## src/rtl/positional_list_table_macros.svh

```systemverilog
// Assertion macros shared by the positional list table RTL.
`ifndef POSITIONAL_LIST_TABLE_MACROS_SVH
`define POSITIONAL_LIST_TABLE_MACROS_SVH

// Same-cycle implication, disabled during reset.
`define PLT_ASSERT_NOW(label, clk, rst, ante, cons, msg) \
   label: assert property (@(posedge clk) disable iff (rst) (ante) |-> (cons)) else $error(msg);

// Next-cycle implication, disabled during reset.
`define PLT_ASSERT_NEXT(label, clk, rst, ante, cons, msg) \
   label: assert property (@(posedge clk) disable iff (rst) (ante) |=> (cons)) else $error(msg);

`endif

```

## src/rtl/plt_pkg.sv

```systemverilog
// Shared types and constants for the positional list table.
`default_nettype none

package plt_pkg;

   localparam int CAPACITY_DEF = 16;

   localparam int OP_W     = 3;
   localparam int POS_W    = 5;
   localparam int WORD_W   = 32;
   localparam int INDEX_W  = 4;
   localparam int STATUS_W = 2;
   localparam int COUNT_W  = 5;

   localparam logic [OP_W-1:0] OP_APPEND   = 3'd0;
   localparam logic [OP_W-1:0] OP_PUSH     = 3'd1;
   localparam logic [OP_W-1:0] OP_INSERT   = 3'd2;
   localparam logic [OP_W-1:0] OP_REM_LAST = 3'd3;
   localparam logic [OP_W-1:0] OP_REM_FRST = 3'd4;
   localparam logic [OP_W-1:0] OP_REM_AT   = 3'd5;
   localparam logic [OP_W-1:0] OP_DUMP     = 3'd6;

   localparam logic [STATUS_W-1:0] ST_OK     = 2'd0;
   localparam logic [STATUS_W-1:0] ST_FULL   = 2'd1;
   localparam logic [STATUS_W-1:0] ST_EMPTY  = 2'd2;
   localparam logic [STATUS_W-1:0] ST_BADPOS = 2'd3;

   // controller to datapath
   typedef struct packed {
      logic capture;
      logic exec;
      logic dump_emit;
   } cmd_type;

   // datapath to controller
   typedef struct packed {
      logic out_free;
      logic op_dump;
      logic list_empty;
      logic dump_end;
   } stat_type;

endpackage

`default_nettype wire

```

## src/rtl/positional_list_table.sv

```systemverilog
// Edits (append, push, insert, removes) run as capture, then one shift step across the
// cell row that also loads the result register, held until that register is free.
// A dump emits one result per stored entry, paced by rsp_ready, or one ST_EMPTY result.
// The next transaction is accepted while the previous result still waits in its register.
// Synchronous reset empties the list and clears handshake state; cell contents are not
// cleared and are never read before being written.
`default_nettype none

module positional_list_table #(
   parameter int CAPACITY = plt_pkg::CAPACITY_DEF
) (
   input  wire                                 clock,
   input  wire                                 reset,
   input  wire                                 req_valid,
   output logic                                req_ready,
   input  wire        [plt_pkg::OP_W-1:0]      req_op,
   input  wire        [plt_pkg::POS_W-1:0]     req_position,
   input  wire signed [plt_pkg::WORD_W-1:0]    req_value,
   output logic                                rsp_valid,
   input  wire                                 rsp_ready,
   output logic signed [plt_pkg::WORD_W-1:0]   rsp_value_res,
   output logic       [plt_pkg::INDEX_W-1:0]   rsp_index,
   output logic       [plt_pkg::STATUS_W-1:0]  rsp_status,
   output logic                                rsp_last,
   output logic       [plt_pkg::COUNT_W-1:0]   rsp_count
);

   plt_pkg::cmd_type  cmd;
   plt_pkg::stat_type stat;

   plt_ctrl u_ctrl (
      .clock     (clock),
      .reset     (reset),
      .req_valid (req_valid),
      .req_ready (req_ready),
      .stat      (stat),
      .cmd       (cmd)
   );

   plt_datapath #(
      .CAPACITY (CAPACITY)
   ) u_datapath (
      .clock         (clock),
      .reset         (reset),
      .cmd           (cmd),
      .stat          (stat),
      .req_op        (req_op),
      .req_position  (req_position),
      .req_value     (req_value),
      .rsp_valid     (rsp_valid),
      .rsp_ready     (rsp_ready),
      .rsp_value_res (rsp_value_res),
      .rsp_index     (rsp_index),
      .rsp_status    (rsp_status),
      .rsp_last      (rsp_last),
      .rsp_count     (rsp_count)
   );

endmodule

`default_nettype wire

```

## src/rtl/plt_datapath.sv

```systemverilog
// Datapath: cell row, length, dump pointer and result register.
`default_nettype none
`include "positional_list_table_macros.svh"

module plt_datapath #(
   parameter int CAPACITY = plt_pkg::CAPACITY_DEF
) (
   input  wire                                 clock,
   input  wire                                 reset,
   input  plt_pkg::cmd_type                    cmd,
   output plt_pkg::stat_type                   stat,
   input  wire        [plt_pkg::OP_W-1:0]      req_op,
   input  wire        [plt_pkg::POS_W-1:0]     req_position,
   input  wire signed [plt_pkg::WORD_W-1:0]    req_value,
   output logic                                rsp_valid,
   input  wire                                 rsp_ready,
   output logic signed [plt_pkg::WORD_W-1:0]   rsp_value_res,
   output logic       [plt_pkg::INDEX_W-1:0]   rsp_index,
   output logic       [plt_pkg::STATUS_W-1:0]  rsp_status,
   output logic                                rsp_last,
   output logic       [plt_pkg::COUNT_W-1:0]   rsp_count
);

   localparam int AW = (CAPACITY > 1) ? $clog2(CAPACITY) : 1;
   localparam int LW = $clog2(CAPACITY + 1);
   localparam int CW = (LW > plt_pkg::POS_W) ? LW : plt_pkg::POS_W;

   logic [plt_pkg::OP_W-1:0]   op_ff;
   logic [plt_pkg::POS_W-1:0]  pos_ff;
   logic [plt_pkg::WORD_W-1:0] value_ff;
   logic [LW-1:0]              len_ff;
   logic [LW-1:0]              len_in;
   logic [AW-1:0]              idx_ff;
   logic [AW-1:0]              idx_in;
   logic [plt_pkg::WORD_W-1:0] cells_ff [CAPACITY];
   logic [plt_pkg::WORD_W-1:0] cells_in [CAPACITY];

   logic                          rsp_valid_ff;
   logic [plt_pkg::WORD_W-1:0]    rsp_value_ff;
   logic [plt_pkg::INDEX_W-1:0]   rsp_index_ff;
   logic [plt_pkg::STATUS_W-1:0]  rsp_status_ff;
   logic                          rsp_last_ff;
   logic [plt_pkg::COUNT_W-1:0]   rsp_count_ff;

   logic [CW-1:0]               pos_w;
   logic [CW-1:0]               len_w;
   logic [CW-1:0]               eff_w;
   logic [AW-1:0]               eff_addr;
   logic [AW-1:0]               rd_addr;
   logic [plt_pkg::WORD_W-1:0]  rd_word;
   logic [plt_pkg::STATUS_W-1:0] st;
   logic                        do_ins;
   logic                        do_rem;
   logic                        full;
   logic                        empty;
   logic                        out_free;
   logic                        dump_end;

   assign pos_w = CW'(pos_ff);
   assign len_w = CW'(len_ff);
   assign full  = (len_ff == LW'(CAPACITY));
   assign empty = (len_ff == '0);

   // Decode the held operation against the current length.
   always_comb begin
      do_ins = 1'b0;
      do_rem = 1'b0;
      st     = plt_pkg::ST_OK;
      eff_w  = pos_w;
      unique case (op_ff)
         plt_pkg::OP_APPEND, plt_pkg::OP_PUSH, plt_pkg::OP_INSERT: begin
            if (full) begin
               st = plt_pkg::ST_FULL;
            end else begin
               if (op_ff == plt_pkg::OP_APPEND) begin
                  eff_w = len_w;
               end else if (op_ff == plt_pkg::OP_PUSH) begin
                  eff_w = '0;
               end
               if (op_ff == plt_pkg::OP_INSERT && pos_w > len_w) begin
                  st = plt_pkg::ST_BADPOS;
               end else begin
                  do_ins = 1'b1;
               end
            end
         end
         plt_pkg::OP_REM_LAST, plt_pkg::OP_REM_FRST, plt_pkg::OP_REM_AT: begin
            if (empty) begin
               st = plt_pkg::ST_EMPTY;
            end else begin
               if (op_ff == plt_pkg::OP_REM_LAST) begin
                  eff_w = len_w - CW'(1);
               end else if (op_ff == plt_pkg::OP_REM_FRST) begin
                  eff_w = '0;
               end
               if (op_ff == plt_pkg::OP_REM_AT && pos_w >= len_w) begin
                  st = plt_pkg::ST_BADPOS;
               end else begin
                  do_rem = 1'b1;
               end
            end
         end
         plt_pkg::OP_DUMP: begin
            if (empty) begin
               st = plt_pkg::ST_EMPTY;
            end
         end
         default: begin
         end
      endcase
   end

   assign eff_addr = AW'(eff_w);
   assign rd_addr  = cmd.dump_emit ? idx_ff : eff_addr;
   assign rd_word  = cells_ff[rd_addr];

   always_comb begin
      if (do_ins) begin
         len_in = len_ff + LW'(1);
      end else if (do_rem) begin
         len_in = len_ff - LW'(1);
      end else begin
         len_in = len_ff;
      end
   end

   // Shift the cell row open at an insert, closed at a removal.
   always_comb begin
      for (int i = 0; i < CAPACITY; i++) begin
         cells_in[i] = cells_ff[i];
      end
      if (do_ins) begin
         for (int i = 1; i < CAPACITY; i++) begin
            if (AW'(i) > eff_addr) begin
               cells_in[i] = cells_ff[i-1];
            end
         end
         for (int i = 0; i < CAPACITY; i++) begin
            if (AW'(i) == eff_addr) begin
               cells_in[i] = value_ff;
            end
         end
      end else if (do_rem) begin
         for (int i = 0; i < CAPACITY - 1; i++) begin
            if (AW'(i) >= eff_addr) begin
               cells_in[i] = cells_ff[i+1];
            end
         end
      end
   end

   always_ff @(posedge clock) begin
      if (cmd.exec) begin
         cells_ff <= cells_in;
      end
   end

   always_ff @(posedge clock) begin
      if (cmd.capture) begin
         op_ff    <= req_op;
         pos_ff   <= req_position;
         value_ff <= req_value;
      end
   end

   assign idx_in = cmd.capture ? '0 : AW'(idx_ff + AW'(1));

   always_ff @(posedge clock) begin
      if (reset) begin
         len_ff <= '0;
         idx_ff <= '0;
      end else begin
         if (cmd.exec) begin
            len_ff <= len_in;
         end
         if (cmd.capture || cmd.dump_emit) begin
            idx_ff <= idx_in;
         end
      end
   end

   assign dump_end = (LW'(idx_ff) == len_ff - LW'(1));
   assign out_free = !rsp_valid_ff || rsp_ready;

   always_ff @(posedge clock) begin
      if (reset) begin
         rsp_valid_ff <= 1'b0;
      end else if (cmd.exec || cmd.dump_emit) begin
         rsp_valid_ff <= 1'b1;
      end else if (rsp_ready) begin
         rsp_valid_ff <= 1'b0;
      end
   end

   always_ff @(posedge clock) begin
      if (cmd.exec) begin
         rsp_value_ff  <= do_rem ? rd_word : '0;
         rsp_index_ff  <= do_rem ? plt_pkg::INDEX_W'(eff_addr) : '0;
         rsp_status_ff <= st;
         rsp_last_ff   <= 1'b1;
         rsp_count_ff  <= plt_pkg::COUNT_W'(len_in);
      end else if (cmd.dump_emit) begin
         rsp_value_ff  <= rd_word;
         rsp_index_ff  <= plt_pkg::INDEX_W'(idx_ff);
         rsp_status_ff <= plt_pkg::ST_OK;
         rsp_last_ff   <= dump_end;
         rsp_count_ff  <= plt_pkg::COUNT_W'(len_ff);
      end
   end

   assign stat.out_free   = out_free;
   assign stat.op_dump    = (op_ff == plt_pkg::OP_DUMP);
   assign stat.list_empty = empty;
   assign stat.dump_end   = dump_end;

   assign rsp_valid     = rsp_valid_ff;
   assign rsp_value_res = rsp_value_ff;
   assign rsp_index     = rsp_index_ff;
   assign rsp_status    = rsp_status_ff;
   assign rsp_last      = rsp_last_ff;
   assign rsp_count     = rsp_count_ff;

   `PLT_ASSERT_NOW(a_load_into_free, clock, reset, cmd.exec || cmd.dump_emit, out_free, "result register overwritten")
   `PLT_ASSERT_NOW(a_len_bound, clock, reset, 1'b1, len_ff <= LW'(CAPACITY), "length above capacity")
   `PLT_ASSERT_NOW(a_dump_nonempty, clock, reset, cmd.dump_emit, !empty && stat.op_dump, "dump step on empty list")
   `PLT_ASSERT_NEXT(a_dump_last, clock, reset, cmd.dump_emit && dump_end, rsp_last_ff && rsp_valid_ff, "final dump entry not marked")

endmodule

`default_nettype wire

```

## src/rtl/plt_ctrl.sv

```systemverilog
// Controller: sequences capture, edit and dump steps for one transaction.
`default_nettype none

module plt_ctrl (
   input  wire                clock,
   input  wire                reset,
   input  wire                req_valid,
   output logic               req_ready,
   input  plt_pkg::stat_type  stat,
   output plt_pkg::cmd_type   cmd
);

   localparam logic [1:0] S_IDLE = 2'd0;
   localparam logic [1:0] S_EXEC = 2'd1;
   localparam logic [1:0] S_DUMP = 2'd2;

   logic [1:0] state_ff;
   logic [1:0] state_in;

   always_comb begin
      state_in  = state_ff;
      req_ready = 1'b0;
      cmd       = '0;
      unique case (state_ff)
         S_IDLE: begin
            req_ready = 1'b1;
            if (req_valid) begin
               cmd.capture = 1'b1;
               state_in    = S_EXEC;
            end
         end
         S_EXEC: begin
            if (stat.op_dump && !stat.list_empty) begin
               state_in = S_DUMP;
            end else if (stat.out_free) begin
               cmd.exec = 1'b1;
               state_in = S_IDLE;
            end
         end
         S_DUMP: begin
            // emit one entry each time the result register frees up
            if (stat.out_free) begin
               cmd.dump_emit = 1'b1;
               if (stat.dump_end) begin
                  state_in = S_IDLE;
               end
            end
         end
         default: begin
            state_in = S_IDLE;
         end
      endcase
   end

   always_ff @(posedge clock) begin
      if (reset) begin
         state_ff <= S_IDLE;
      end else begin
         state_ff <= state_in;
      end
   end

endmodule

`default_nettype wire
```

## config.mk

```make
export PLATFORM = sky130hd
export DESIGN_NAME = positional_list_table
export DESIGN_NICKNAME = d
export VERILOG_FILES = /design/src/rtl/plt_pkg.sv /design/src/rtl/positional_list_table.sv /design/src/rtl/plt_datapath.sv /design/src/rtl/plt_ctrl.sv
export VERILOG_INCLUDE_DIRS = /design/src /design/src/rtl
export SDC_FILE = /design/constraint.sdc
export NUM_CORES = 2
export LEC_CHECK = 0
export CAP_MARGIN = 15
export CORE_ASPECT_RATIO = 2
export CORE_MARGIN = 8
export CORE_UTILIZATION = 40
export CTS_BUF_LIST = sky130_fd_sc_hd__clkbuf_16
export DETAILED_ROUTE_END_ITERATION = 10
export DONT_BUFFER_PORTS = 1
export MAX_ROUTING_LAYER = met4
export SLEW_MARGIN = 20
export SYNTH_ARGS = -nofsm -noshare
export SYNTH_HDL_FRONTEND = slang
export SYNTH_SLANG_ARGS = --single-unit
```

## constraint.sdc

```tcl
create_clock -name clock -period 9 [get_ports clock]
set_clock_uncertainty 0.2 [all_clocks]
set_input_delay 1.8 -clock clock [delete_from_list [all_inputs] [get_ports clock]]
set_output_delay 1.8 -clock clock [all_outputs]
set_load 0.02 [all_outputs]
```

==> impl_metrics.csv <==
group,metric,value,unit
run_status,status,"finished clean",
global_routing,busiest_layer,"met2",
worst_setup_path,arrival,5.58,ns
worst_setup_path,reg2regPathDepth,9,
run,drv_cap,0,
floorplanning,die_height,426,um
yosys,synth_flop_cell,"edfxtp_1",
global_routing,met1_usage,28.5,%
route,antenna_left,0,
yosys,synth.yosys.warnings,0,
yosys,synthCells,3282,
yosys,synthesis.nets,3335,
worst_setup_path,crit_type,"register to register",
sta,setup_slack,3.53,ns
yosys,synth.most_common_cell,"nand2_1",
floorplanning,start_util,40.3,%
yosys,syn-cell-area,33600,um^2
yosys,avgSynthCellArea,10.2,um^2
place,io_buffers,0,
yosys,synth.cells.most_frequent,"nand2_1 (825), edfxtp_1 (595), mux2i_1 (448)",
route,totalWireLength,115000,um
sta,min_period,5.47,ns
clocking,insertion_delay,0.62,ns
worst_setup_path,end_kind,"register",
yosys,synthArstFlopShare,0,%
min_path,whs_path_depth,1,
power,total_power,6770,uW
power,power.density,188,nW/um^2
route,post-route-drc-count,0,
clocking,root_buffer,"clkbuf_16",
clocking,hold_buffers,0,
yosys,yosysTopAreaCell,"edfxtp_1",
route,via_per_inst,6.22,
clocking,ctsLongestPathBuffers,3,
clocking,cts_inserted_buffers,55,
global_routing,grt_use_total,24.2,%
sta,final.setup.tns,0,ns
worst_setup_path,critPathLaunchType,"register",
power,vdd_ir_drop_max,0.000128,V
layout,nets,3137,
layout,drive_gt1_share,6.65,%
sta,rsz0062_at_grt,"no",
global_routing,grt_start_max_net_pins,264,
place,dp_slack,3.66,ns
worst_setup_path,path_max_fanout,263,
clocking,cts.repair.resized,0,
global_routing,antenna_found_initial,6,
yosys,synth_edf_count,595,
global_routing,use_met2,41.0,%
floorplanning,io_pins,90,
clocking,cts_setup_buffers,0,
floorplanning,dieArea,94100,um^2
floorplanning,core,83300,um^2
yosys,ys_types,66,
floorplanning,fp.dieW,221,um
sta,setup_viol,0,
sta,fin_crit_sh,60.7,%
min_path,min_path_type,"register to register",
sta,slew_headroom,24.9,%
worst_setup_path,worstPathRequired,9.12,ns
place,dp_hpwl,60400,um
route,wl_per_cell,27.3,um
sta,finalHoldViolations,0,
route,vias,26100,
clocking,cts_tree,"built",
route,first_pass_iters,7,
clocking,htreeDepth,2,
global_routing,met3_usage,2.78,%
clocking,path_clk_slew,0.07,ns
layout,synthToLayoutAreaGrowth,7.36,%
place,gp_congestion,0.823,
global_routing,grt_pass1_wl,169000,um
sta,whs,0.281,ns
sta,slew_violations,0,
sta,fmax,183,MHz
yosys,synth_top_area_share,53.2,%
floorplanning,rows,150,
global_routing,first_global_vias,25800,
yosys,ys_top_cells_by_area,"edfxtp_1 (53%), mux2i_1 (13%), nand2_1 (9.2%)",
yosys,yosysSeqAreaShare,53.9,%
yosys,synth_seq_cells,608,
sta,worstMarginPinSlew,1.13,ns
global_routing,grt-ovfl-total,0,
route,drtIter0Drc,2696,
power,p_leak,0.0136,uW
clocking,cts_sinks,608,
## critical path, cell delays in order, from the launching register on
cell and delay, ns:
dfxtp_1 0.71, inv_1 0.10, ha_1 0.30, nand3_1 0.15
o21bai_1 0.21, a21oi_1 0.41, or2_4 0.90, buf_12 0.65
buf_4 0.93, o21ai_0 0.26
## path summary, 6_finish.rpt
path	from	to	slack [ns]
setup / recovery	u_datapath.len_ff[2]	u_datapath.cells_ff[201]	3.53
hold / removal	u_ctrl.state_ff[1]	u_ctrl.state_ff[0]	0.28
setup reg to reg	u_datapath.len_ff[2]	u_datapath.cells_ff[201]	3.53
hold reg to reg	u_ctrl.state_ff[1]	u_ctrl.state_ff[0]	0.28
## cell usage in the layout (no fill, tap or decap), types with 4 or more instances in the layout
| cell type | instances |
|---|---|
| nand3_1 | 11 |
| mux2i_1 | 448 |
| buf_4 | 43 |
| buf_12 | 5 |
| a21oi_4 | 7 |
| or3_1 | 4 |
| edfxtp_1 | 595 |
| nand2_1 | 824 |
| a221oi_1 | 128 |
| nor2_4 | 9 |
| inv_1 | 20 |
| xnor2_1 | 6 |
| ha_1 | 9 |
| nand4_1 | 4 |
| nor3_1 | 6 |
| or4_1 | 32 |
| clkinv_1 | 14 |
| nor2_1 | 15 |
| and2_1 | 4 |
| dfxtp_1 | 13 |
| clkinv_2 | 12 |
| a21oi_1 | 271 |
| clkbuf_16 | 57 |
| mux2_2 | 33 |
| nand3_4 | 4 |
| o21ai_1 | 56 |
| nand2b_1 | 4 |
| o21ai_0 | 408 |
| a31oi_1 | 5 |
| nor2b_1 | 7 |
## registers in the layout (all words and copies together) (netlist names)
| name | cells |
|---|---|
| u_ctrl.state_ff | 2 |
| u_datapath.cells_ff | 512 |
| u_datapath.idx_ff | 4 |
| u_datapath.len_ff | 5 |
| u_datapath.op_ff | 3 |
| u_datapath.pos_ff | 5 |
| u_datapath.rsp_count | 5 |
| u_datapath.rsp_index | 4 |
| u_datapath.rsp_last | 1 |
| u_datapath.rsp_status | 2 |
| u_datapath.rsp_valid | 1 |
| u_datapath.rsp_value_res | 32 |
| u_datapath.value_ff | 32 |
## logic make-up after synthesis
group | synth area share [%]
mux | 14.4
simple gates | 11.6
flops | 53.9
fa+ha+maj | 0.335
xor+xnor | 0.235
buf+inv | 3.98
compound gates | 15.4
## through the flow
stage | area (um^2) | instances | utilization [%]
floorplan | 33600 | 3282 | -
global placement | 34400 | 4091 | 41.3
detailed placement | 34400 | 4091 | 41.3
CTS | 36100 | 4191 | 43.3
global route | 36100 | 4193 | 43.3
finish | 36100 | 4194 | 43.3
## metal layers
layer,wire (um),up-vias
met3,6740,314
met2,56500,1048
met1,45300,13100
met5,0,-
met4,6110,0
li1,-,11700
## area by class of cell
class / instances / area, um^2
fill: 8037 / 47200
sequential: 608 / 18100
multi-input combinational: 2361 / 14500
clock buffer: 57 / 1430
tap: 1064 / 1330
timing repair buffer: 48 / 423
clock inverter: 43 / 245
inverter: 10 / 40.0
antenna: 3 / 7.51
## power by group
group / total (uW) / internal, uW / switching (uW)
logic: 1060 / 323 / 736
registers: 3380 / 3250 / 134
clock network: 2330 / 1200 / 1130
Note: power is estimated with default switching activity, not from simulation.
